[config.mk]
export PLATFORM = sky130hd
export DESIGN_NAME = joystick_port_with_autofire_core
export DESIGN_NICKNAME = d
export VERILOG_FILES = /design/src/sv/jspaf_pkg.sv /design/src/sv/jspaf_in_stage.sv /design/src/sv/jspaf_engine.sv /design/src/sv/jspaf_out_stage.sv /design/src/sv/joystick_port_with_autofire_core.sv
export SDC_FILE = /design/constraint.sdc
export NUM_CORES = 1
export LEC_CHECK = 0
export BUFFER_PORTS_ARGS = -buffer_cell sky130_fd_sc_hd__buf_2
export CAP_MARGIN = 20
export CORE_ASPECT_RATIO = 0.9
export CORE_MARGIN = 2
export CORE_UTILIZATION = 45
export CTS_CLUSTER_SIZE = 8
export DETAILED_ROUTE_END_ITERATION = 12
export GPL_TIMING_DRIVEN = 0
export PLACE_DENSITY_LB_ADDON = 0.3
export SETUP_SLACK_MARGIN = 0.02
export SLEW_MARGIN = 20
export SYNTH_ARGS = -nofsm -noshare
export SYNTH_HDL_FRONTEND = slang
export SYNTH_HIERARCHICAL = 1
export SYNTH_SLANG_ARGS = --single-unit
[constraint.sdc]
create_clock -name clk -period 2.5 [get_ports clk]
set_clock_uncertainty 0.1 [all_clocks]
set_input_delay 0.5 -clock clk [delete_from_list [all_inputs] [get_ports clk]]
set_output_delay 0.5 -clock clk [all_outputs]
set_load 0.05 [all_outputs]
[src/sv/jspaf_pkg.sv]
`timescale 1ns / 1ps

package jspaf_pkg;

    // commands carried by each input item
    typedef enum logic [3:0] {
        CMD_UP       = 4'd0,
        CMD_DOWN     = 4'd1,
        CMD_LEFT     = 4'd2,
        CMD_RIGHT    = 4'd3,
        CMD_FIRE     = 4'd4,
        CMD_REL_X    = 4'd5,
        CMD_REL_Y    = 4'd6,
        CMD_REL_XY   = 4'd7,
        CMD_REL_FIRE = 4'd8,
        CMD_TICK     = 4'd9
    } cmd_t;

    // configuration register indexes
    localparam logic [1:0] CFG_AUTOFIRE = 2'd0;
    localparam logic [1:0] CFG_MAGAZINE = 2'd1;
    localparam logic [1:0] CFG_HALF_PER = 2'd2;

    localparam int CFG_DATA_BITS = 17;

    // axis encoding
    localparam logic [1:0] AXIS_CENTER = 2'd0;
    localparam logic [1:0] AXIS_POS    = 2'd1;
    localparam logic [1:0] AXIS_NEG    = 2'd3;

    // reset values of the configuration registers
    localparam logic [16:0] MAGAZINE_RESET = 17'h1FFFD;
    localparam logic [7:0]  HALF_PER_RESET = 8'd10;

    // one input item as held in the input register
    typedef struct packed {
        logic [3:0]  cmd;
        logic [31:0] frame_number;
        logic [7:0]  mouse_bits;
    } item_t;

endpackage

[src/sv/jspaf_in_stage.sv]
`timescale 1ns / 1ps

module jspaf_in_stage (
    input  logic              clk,
    input  logic              rst_n,
    input  logic              in_valid,
    input  logic [3:0]        cmd,
    input  logic [31:0]       frame_number,
    input  logic [7:0]        mouse_bits,
    input  logic              out_ready,
    output logic              in_stall,
    output logic              item_valid,
    output jspaf_pkg::item_t  item
);

    logic             valid_reg;
    logic             valid_next;
    jspaf_pkg::item_t item_reg;
    logic             accept;

    // held item moves on whenever the output register can take it
    assign in_stall = valid_reg && !out_ready;
    assign accept   = in_valid && !in_stall;

    always_comb
    begin
        valid_next = valid_reg;
        if (accept)
        begin
            valid_next = 1'b1;
        end
        else if (out_ready)
        begin
            valid_next = 1'b0;
        end
    end

    always_ff @(posedge clk or negedge rst_n)
    begin
        if (!rst_n)
        begin
            valid_reg <= 1'b0;
        end
        else
        begin
            valid_reg <= valid_next;
        end
    end

    always_ff @(posedge clk)
    begin
        if (accept)
        begin
            item_reg.cmd          <= cmd;
            item_reg.frame_number <= frame_number;
            item_reg.mouse_bits   <= mouse_bits;
        end
    end

    assign item_valid = valid_reg;
    assign item       = item_reg;

endmodule

[src/sv/jspaf_engine.sv]
`timescale 1ns / 1ps

module jspaf_engine #(
    parameter int SHOT_COUNT_BITS = 16,
    parameter int FRAME_BITS      = 32
) (
    input  logic                                  clk,
    input  logic                                  rst_n,
    input  logic                                  cfg_we,
    input  logic [1:0]                            cfg_index,
    input  logic [jspaf_pkg::CFG_DATA_BITS-1:0]   cfg_data,
    input  logic                                  advance,
    input  jspaf_pkg::item_t                      item,
    output logic [7:0]                            result
);

    localparam logic [32:0] SHOT_MAX_W = (33'd1 << SHOT_COUNT_BITS) - 33'd1;

    logic                       autofire_reg,   autofire_next;
    logic [16:0]                magazine_reg,   magazine_next;
    logic [7:0]                 half_per_reg,   half_per_next;
    logic [1:0]                 vert_reg,       vert_next;
    logic [1:0]                 horiz_reg,      horiz_next;
    logic                       fire_reg,       fire_next;
    logic [SHOT_COUNT_BITS-1:0] shots_reg,      shots_next;
    logic                       unlimited_reg,  unlimited_next;
    logic [FRAME_BITS-1:0]      toggle_reg,     toggle_next;

    logic [63:0]                frame_wide;
    logic [FRAME_BITS-1:0]      frame_cur;
    logic [FRAME_BITS-1:0]      frame_sched;
    logic                       firing;
    logic [7:0]                 port_raw;

    // shot count loaded from a magazine value, saturated to the counter; zero for an unlimited magazine
    function automatic logic [SHOT_COUNT_BITS-1:0] load_count(input logic [16:0] mag);
        logic [32:0] v;
        v = {17'd0, mag[15:0]};
        if (mag[16])
        begin
            load_count = '0;
        end
        else if (v > SHOT_MAX_W)
        begin
            load_count = SHOT_MAX_W[SHOT_COUNT_BITS-1:0];
        end
        else
        begin
            load_count = v[SHOT_COUNT_BITS-1:0];
        end
    endfunction

    assign frame_wide  = {32'd0, item.frame_number};
    assign frame_cur   = frame_wide[FRAME_BITS-1:0];
    assign frame_sched = frame_cur + FRAME_BITS'(half_per_reg);
    assign firing      = unlimited_reg || (shots_reg != '0);

    always_comb
    begin
        autofire_next  = autofire_reg;
        magazine_next  = magazine_reg;
        half_per_next  = half_per_reg;
        vert_next      = vert_reg;
        horiz_next     = horiz_reg;
        fire_next      = fire_reg;
        shots_next     = shots_reg;
        unlimited_next = unlimited_reg;
        toggle_next    = toggle_reg;
        if (cfg_we)
        begin
            unique case (cfg_index)
                jspaf_pkg::CFG_AUTOFIRE: autofire_next = cfg_data[0];
                jspaf_pkg::CFG_MAGAZINE:
                begin
                    magazine_next = cfg_data;
                    // reload while firing
                    if (firing)
                    begin
                        unlimited_next = cfg_data[16];
                        shots_next     = load_count(cfg_data);
                    end
                end
                jspaf_pkg::CFG_HALF_PER: half_per_next = cfg_data[7:0];
                default: ;
            endcase
        end
        else if (advance)
        begin
            unique case (jspaf_pkg::cmd_t'(item.cmd))
                jspaf_pkg::CMD_UP:     vert_next  = jspaf_pkg::AXIS_NEG;
                jspaf_pkg::CMD_DOWN:   vert_next  = jspaf_pkg::AXIS_POS;
                jspaf_pkg::CMD_LEFT:   horiz_next = jspaf_pkg::AXIS_NEG;
                jspaf_pkg::CMD_RIGHT:  horiz_next = jspaf_pkg::AXIS_POS;
                jspaf_pkg::CMD_FIRE:
                begin
                    if (!autofire_reg)
                    begin
                        fire_next = 1'b1;
                    end
                    else if (firing)
                    begin
                        shots_next     = '0;
                        unlimited_next = 1'b0;
                        fire_next      = 1'b0;
                    end
                    else
                    begin
                        unlimited_next = magazine_reg[16];
                        shots_next     = load_count(magazine_reg);
                        fire_next      = 1'b1;
                        toggle_next    = frame_sched;
                    end
                end
                jspaf_pkg::CMD_REL_X:  horiz_next = jspaf_pkg::AXIS_CENTER;
                jspaf_pkg::CMD_REL_Y:  vert_next  = jspaf_pkg::AXIS_CENTER;
                jspaf_pkg::CMD_REL_XY:
                begin
                    horiz_next = jspaf_pkg::AXIS_CENTER;
                    vert_next  = jspaf_pkg::AXIS_CENTER;
                end
                jspaf_pkg::CMD_REL_FIRE:
                begin
                    if (!autofire_reg)
                    begin
                        fire_next = 1'b0;
                    end
                end
                jspaf_pkg::CMD_TICK:
                begin
                    if (autofire_reg && (half_per_reg != 8'd0) &&
                        (frame_cur == toggle_reg) && firing)
                    begin
                        fire_next   = !fire_reg;
                        toggle_next = frame_sched;
                        // a release uses up one shot
                        if (fire_reg && !unlimited_reg)
                        begin
                            shots_next = shots_reg - 1'b1;
                        end
                    end
                end
                default: ;
            endcase
        end
    end

    always_ff @(posedge clk or negedge rst_n)
    begin
        if (!rst_n)
        begin
            autofire_reg  <= 1'b0;
            magazine_reg  <= jspaf_pkg::MAGAZINE_RESET;
            half_per_reg  <= jspaf_pkg::HALF_PER_RESET;
            vert_reg      <= jspaf_pkg::AXIS_CENTER;
            horiz_reg     <= jspaf_pkg::AXIS_CENTER;
            fire_reg      <= 1'b0;
            shots_reg     <= '0;
            unlimited_reg <= 1'b0;
            toggle_reg    <= '0;
        end
        else
        begin
            autofire_reg  <= autofire_next;
            magazine_reg  <= magazine_next;
            half_per_reg  <= half_per_next;
            vert_reg      <= vert_next;
            horiz_reg     <= horiz_next;
            fire_reg      <= fire_next;
            shots_reg     <= shots_next;
            unlimited_reg <= unlimited_next;
            toggle_reg    <= toggle_next;
        end
    end

    // port byte from the updated state
    always_comb
    begin
        port_raw = 8'hFF;
        if (vert_next == jspaf_pkg::AXIS_NEG)
        begin
            port_raw[0] = 1'b0;
        end
        if (vert_next == jspaf_pkg::AXIS_POS)
        begin
            port_raw[1] = 1'b0;
        end
        if (horiz_next == jspaf_pkg::AXIS_NEG)
        begin
            port_raw[2] = 1'b0;
        end
        if (horiz_next == jspaf_pkg::AXIS_POS)
        begin
            port_raw[3] = 1'b0;
        end
        if (fire_next)
        begin
            port_raw[4] = 1'b0;
        end
    end

    assign result = port_raw & item.mouse_bits;

    a_unlimited_no_count: assert property (@(posedge clk) disable iff (!rst_n)
        unlimited_reg |-> (shots_reg == '0))
        else $error("unlimited supply with a nonzero shot count");

    a_tick_off_holds_fire: assert property (@(posedge clk) disable iff (!rst_n)
        (advance && !cfg_we && (item.cmd == jspaf_pkg::CMD_TICK) && !autofire_reg)
        |=> $stable(fire_reg))
        else $error("tick changed the button with autofire off");

    a_axis_codes: assert property (@(posedge clk) disable iff (!rst_n)
        (vert_reg != 2'd2) && (horiz_reg != 2'd2))
        else $error("axis holds an unused code");

endmodule

[src/sv/jspaf_out_stage.sv]
`timescale 1ns / 1ps

module jspaf_out_stage (
    input  logic       clk,
    input  logic       rst_n,
    input  logic       advance,
    input  logic [7:0] result,
    input  logic       out_stall,
    output logic       out_ready,
    output logic       out_valid,
    output logic [7:0] port_bits
);

    logic       valid_reg;
    logic       valid_next;
    logic [7:0] bits_reg;

    assign out_ready = !valid_reg || !out_stall;

    always_comb
    begin
        valid_next = valid_reg;
        if (advance)
        begin
            valid_next = 1'b1;
        end
        else if (!out_stall)
        begin
            valid_next = 1'b0;
        end
    end

    always_ff @(posedge clk or negedge rst_n)
    begin
        if (!rst_n)
        begin
            valid_reg <= 1'b0;
        end
        else
        begin
            valid_reg <= valid_next;
        end
    end

    always_ff @(posedge clk)
    begin
        if (advance)
        begin
            bits_reg <= result;
        end
    end

    assign out_valid = valid_reg;
    assign port_bits = bits_reg;

endmodule

[src/sv/joystick_port_with_autofire_core.sv]
`timescale 1ns / 1ps

// digital joystick port with autofire
// input channel: in_valid / in_stall carry cmd, frame_number and mouse_bits;
//   each transfer is one joystick event or one frame tick
// output channel: out_valid / out_stall carry port_bits, one transfer per
//   input transfer, in order; the byte is active low and ANDed with mouse_bits
// config port: cfg_we writes cfg_data into register cfg_index (0 autofire
//   enable, 1 shots per magazine, 2 half period in frames); write only while
//   no item is in flight
// path: the input transfer fills the input register, then the state update
//   writes the result register and raises out_valid
// throughput: one item per cycle while out_stall is low; the state update is one pass of compares
//   and one frame add between the input register and the result register
// stall: with out_stall high the result register holds, the input register
//   fills, and in_stall rises only when both are occupied
// reset: rst_n clears both stages, centers the axes, releases fire, empties
//   the shot counter and loads the config defaults (autofire off, magazine
//   unlimited, half period 10)
module joystick_port_with_autofire_core #(
    parameter int SHOT_COUNT_BITS = 16,
    parameter int FRAME_BITS      = 32
) (
    input  logic                                clk,
    input  logic                                rst_n,
    input  logic                                in_valid,
    output logic                                in_stall,
    input  logic [3:0]                          cmd,
    input  logic [31:0]                         frame_number,
    input  logic [7:0]                          mouse_bits,
    output logic                                out_valid,
    input  logic                                out_stall,
    output logic [7:0]                          port_bits,
    input  logic                                cfg_we,
    input  logic [1:0]                          cfg_index,
    input  logic [jspaf_pkg::CFG_DATA_BITS-1:0] cfg_data
);

    logic             item_valid;
    jspaf_pkg::item_t item;
    logic             out_ready;
    logic             advance;
    logic [7:0]       result;

    // held item moves into the result register this cycle
    assign advance = item_valid && out_ready;

    jspaf_in_stage u_in (
        .clk          (clk),
        .rst_n        (rst_n),
        .in_valid     (in_valid),
        .cmd          (cmd),
        .frame_number (frame_number),
        .mouse_bits   (mouse_bits),
        .out_ready    (out_ready),
        .in_stall     (in_stall),
        .item_valid   (item_valid),
        .item         (item)
    );

    jspaf_engine #(
        .SHOT_COUNT_BITS (SHOT_COUNT_BITS),
        .FRAME_BITS      (FRAME_BITS)
    ) u_engine (
        .clk       (clk),
        .rst_n     (rst_n),
        .cfg_we    (cfg_we),
        .cfg_index (cfg_index),
        .cfg_data  (cfg_data),
        .advance   (advance),
        .item      (item),
        .result    (result)
    );

    jspaf_out_stage u_out (
        .clk       (clk),
        .rst_n     (rst_n),
        .advance   (advance),
        .result    (result),
        .out_stall (out_stall),
        .out_ready (out_ready),
        .out_valid (out_valid),
        .port_bits (port_bits)
    );

    // back pressure only comes from a blocked result register
    a_stall_cause: assert property (@(posedge clk) disable iff (!rst_n)
        in_stall |-> (out_valid && out_stall))
        else $error("input stalled without output back pressure");

    // a held item always reaches the result register when it is free
    a_item_moves: assert property (@(posedge clk) disable iff (!rst_n)
        (item_valid && !(out_valid && out_stall)) |=> out_valid)
        else $error("held item was not moved to the output");

    // bits 5-7 of a fresh result follow the mouse bits
    a_upper_bits: assert property (@(posedge clk) disable iff (!rst_n)
        advance |=> (port_bits[7:5] == $past(item.mouse_bits[7:5])))
        else $error("upper port bits differ from mouse bits");

endmodule
Yosys cells after proc, flatten, opt, wreduce, memory -nomap -nowiden
Index checks and enable logic that the tools add are counted.
- logic and storage cells: 121
- bits in registers: 134
- output and inout port bits: 10
- $add $sub $neg: 2
- equality and inequality tests: 25
- multiplexer cells: 44
- reductions and logical operators: 33
- bitwise operators: 2
- operators by type and width (kind ; count):
    $mux 16 ; 10
    $mux 32 ; 3
    $pmux 32 s2 ; 1
    $add 32x8->32 ; 1
    $eq 32x32->1 ; 1
    $pmux 16 s2 ; 1
    $mux 1 ; 22
    $eq 4x3->1 const B ; 4
    $reduce_bool 16->1 ; 1
    $sub 16x1->16 const B ; 1
    $pmux 2 s3 ; 2
    $ne 2x1->1 const B ; 5
    $reduce_bool 2->1 ; 5
    $ne 3x2->1 const B ; 3
    $and 8x8->8 ; 1
    $eq 4x2->1 const B ; 2
    $eq 4x4->1 const B ; 2
    $mux 2 ; 4
    $reduce_bool 8->1 ; 1
    $logic_and 1x1->1 ; 7
    $reduce_and 7->1 ; 1
    $eq 2x1->1 const B ; 3
    $eq 2x2->1 const B ; 3
    $logic_not 1->1 ; 6
    12 further kinds ; 16

Depth between registers and ports, before layout
- depth in word-level cells: 10
- gate-level depth with buffers: 11
- gate-level depth less buffers: 10

Hierarchy
The synthesis kept the hierarchy.
- by module, submodules not included (module ; cells each ; area an instance (sq um) ; seq. area each (sq um) ; times used):
    jspaf_engine ; 533 ; 5101.1 ; 2024.4 ; 1
    jspaf_in_stage ; 49 ; 1378.8 ; 1346.3 ; 1
    jspaf_out_stage ; 11 ; 276.5 ; 265.3 ; 1
    joystick_port_with_autofire_core ; 1 ; 6.3 ; 0.0 ; 1

Least setup slack after synthesis
No wires, ideal clock.
- path kind: flip-flop to flip-flop
- start: register u_out.valid_reg, in the netlist u_out/out_valid
- end: register u_engine.shots_reg[15]
- slack: -0.122 ns
- required time: 2.274 ns
- library setup time: 0.126 ns
- period minus slack after synthesis: 2.622 ns
- data arrival time: 2.396 ns
- stages on the path, launching flop included: 10
- cell sequence: dfrtp_1 -> nand2_1 -> and2_1 -> nand2b_1 -> nand2b_1 -> nor2_1 -> nor2_4 -> or2_1 -> buf_4 -> a221o_1
- longest elaborated chain between the ends: 5
- RTL lines (what ; RTL line ; source):
    start, declared ; jspaf_out_stage.sv:14 ; logic valid_reg;
    start signal, assigned ; jspaf_out_stage.sv:41 ; valid_reg <= valid_next;
    $logic_not 1->1 ; jspaf_out_stage.sv:18 ; assign out_ready = !valid_reg || !out_stall;
    $logic_or 1x1->1 ; jspaf_out_stage.sv:18 ;
    net out_ready ; joystick_port_with_autofire_core.sv:41 ; logic out_ready;
    $logic_and 1x1->1 ; joystick_port_with_autofire_core.sv:46 ; assign advance = item_valid && out_ready;
    net advance ; joystick_port_with_autofire_core.sv:42 ; logic advance;
    $reduce_bool 2->1 (no line) ; n/a ;
    $reduce_and 7->1 (no line) ; n/a ;
    end signal, assigned ; jspaf_engine.sv:169 ; shots_reg <= shots_next;
    end, declared ; jspaf_engine.sv:25 ; logic [SHOT_COUNT_BITS-1:0] shots_reg, shots_next;
The timed path passes the listed nets, and every way through them passes these cells.
A chain may end at the register's enable or synchronous reset.

Worst setup path in the final report
- start: register u_in.item_reg, in the netlist u_in/item[31]
- end: register u_engine.shots_reg[15]
- longest elaborated chain between the ends: 5
- RTL lines (what ; RTL line ; source):
    start, declared ; jspaf_in_stage.sv:18 ; jspaf_pkg::item_t item_reg;
    $eq 32x32->1 ; jspaf_engine.sv:131 ; (frame_cur == toggle_reg) && firing)
    $logic_and 1x1->1 ; jspaf_engine.sv:130 ; if (autofire_reg && (half_per_reg != 8'd0) &&
    $logic_and 1x1->1 ; jspaf_engine.sv:131 ;
    $ne 3x2->1 (no line) ; n/a ;
    $reduce_and 7->1 (no line) ; n/a ;
No other way between the ends.

==> flow_summary.yaml <==
route:
  wl_um: 17600
  routed-via-count: 5405
  highest_layer: "met4"
  postRouteAntennaNets: 0
  drtIter0Drc: 538
  wl_met1_um: 7650
  met2_length_um: 8160
  first_pass_iters: 5
  drt-wirelength-per-cell_um: 18.5
  drc: 0
  drt-vias-per-instance: 5.68
  dr_wl_met3_um: 1290
synthesis:
  ys_seq_elements: 134
  ys_seq_area_share_pct: 53.8
  synthDistinctLibCells: 63
  yosys_warnings: 6
  synth_area_leaders: "dfrtp_1 24%, edfxtp_1 23%, dfstp_2 7.0%"
  synth_edf_count: 52
  synth_cells: 594
  yosysMostFrequentCell: "nand2_1"
  synth_nets: 673
  synth_top_cells_by_count: "66 x nand2_1, 64 x dfrtp_1, 52 x edfxtp_1"
  synth_ff_type: "dfrtp_1"
  synth_area_sq_um: 6760
  async_flop_share_pct: 61.2
  synth_largest_area_cell: "dfrtp_1"
  synth_top_area_share_pct: 23.7
  synth_area_per_cell_sq_um: 11.4
setup_path:
  crit_family: "simple AND/OR/NAND/NOR gates"
  slowest_delay_ns: 0.48
  slowest_stage: "edfxtp_1"
  r2r_cells: 9
  critPathArrivalTime_ns: 2.97
  critPathKind: "register to register"
  cp.required_ns: 2.70
  r2r_slack_ns: -0.26
  worstPathMaxFanout: 7
  worstPathBufferInverterCount: 2
  crit_cells: 9
  end_kind: "register"
  cp-start-kind: "register"
  path_cells: "xor2_1 > nor4_2 > nand4_1 > nor4_4 > buf_4 > a31oi_4 > or2_1 > buf_6 > a221o_1"
power_and_ir_drop:
  power_leakage_uw: 0.00371
  ir_worst_vdd_mv: 0.573
  p_per_area_nw_per_um2: 837
  total_power_uw: 7350
grt:
  grt.overflow.total: 0
  grt_first_pass_wirelength_um: 27400
  grtUsageTotal_pct: 22.0
  antenna_found_initial: 0
  grt_pass1_vias: 5269
  grt_max_degree: 58
clock_network:
  cts_root_buf: "clkbuf_16"
  cts_tree: "yes"
  clk_pin_slew_ns: 0.06
  clkSinkCount: 134
  htreeDepth: 4
  insertion_delay_ns: 0.43
  clock_path_buffers: 2
  numCtsBuffers: 17
final_layout:
  fin_util_pct: 59.7
  largest_register_ffs: 44
  nets: 819
  area_delta_synth_final_pct: 30.0
  final_layout_size_suffix_gt1_share_pct: 39.8
  antenna_cells: 0
timing:
  rsz0062_at_grt: "true"
  setup_violations: 50
  whs_ns: 0.148
  tightest_slew_ns: 0.909
  final.setup.worst_slack_ns: -0.265
  setup_tns_ns: -7.16
  slew_viol_final: 0
  fmax_mhz: 362
  period_needed_ns: 2.76
  hold_violations: 0
  fin_crit_sh_pct: 111
  maxSlewHeadroom_pct: 38.9
placed_design:
  portBuffers: 77
  place_hpwl_um: 11000
  gp_congestion: 0.881
die:
  coreArea_sq_um: 14700
  die_h_um: 120
  io_pins: 78
  std_cell_rows: 42
  start_util_pct: 46.0
  die_x_um: 133
  dieArea_sq_um: 16000
outcome:
  status: "finished with violations"
  violations: "setup timing"
min_path:
  hp-class: "input pin to register"
  whs_path_depth: 1
job:
  cap_violations: 0
## what timing repair did
action,CTS,global route
hold buffers,1,0
pin swaps,37,24
hold endpoints to repair,25,0
setup endpoints to repair,50,51
buffers inserted,27,21
gates cloned,6,1
resized for setup,101,60
## cell families after synthesis
group,Yosys count,synth area share [%]
and+or+nand+nor,188,15.0
DFF,134,53.8
AOI/OAI and AO/OA,121,11.5
xor gates and xnor gates,67,8.68
muxes,37,6.44
buffers and inverters,36,2.50
adders and majority gates,11,2.15
## final timing paths
check,from,to
worst max-delay path,u_in/item[31]$_DFFE_PP_,u_engine/shots_reg[15]$_DFFE_PN0P_
worst min-delay path,frame_number[16],u_in/item[24]$_DFFE_PP_
worst max register to register,u_in/item[31]$_DFFE_PP_,u_engine/shots_reg[15]$_DFFE_PN0P_
worst min register to register,u_engine/toggle_reg[6]$_DFFE_PN0P_,u_engine/toggle_reg[6]$_DFFE_PN0P_
max in group asynchronous,rst_n,u_engine/magazine_reg[16]$_DFFE_PN1P_
min in group asynchronous,rst_n,u_engine/toggle_reg[16]$_DFFE_PN0P_
## layer usage
metal / vias up / global-route usage, %
li1: 2445 / -
met1: 2660 / 29.3
met2: 247 / 34.8
met3: 53 / 6.00
met4: 0 / 8.05
met5: - / 0
## per-stage QoR
step | setup WS [ns] | cells | area, sq um
4_1_cts | -0.207 | 935 | 8520
2_1_floorplan | -0.0223 | 594 | 6790
5_1_grt | -0.330 | 951 | 8790
6_report | -0.265 | 951 | 8790
3_3_place_gp | -0.519 | 869 | 7420
3_5_place_dp | -0.541 | 870 | 7450
## cell type report
| class | count | area (sq um) |
|---|---|---|
| Clock buffer | 21 | 440 |
| Clock inverter | 11 | 61.3 |
| Tap cell | 198 | 248 |
| Fill cell | 1160 | 5930 |
| Inverter | 15 | 56.3 |
| Sequential cell | 134 | 3640 |
| Multi-Input combinational cell | 425 | 3280 |
| Timing Repair Buffer | 128 | 896 |
| Buffer | 19 | 173 |
## placed cells by master (no fill, tap or decap), types with 22 or more instances in the layout
master and instances:
a21oi_1 24, buf_2 76, buf_4 32, dfrtp_1 64, edfxtp_1 52, mux2_2 26
nand2_1 41, nand2_2 22, o21ai_1 22, xor2_1 50
## report_power, final
part	internal (uW)	switching, uW	total, uW
Sequential	2750	368	3120
Clock	1250	922	2170
Combinational	922	1140	2070
Power figures use the tool's default switching activity.
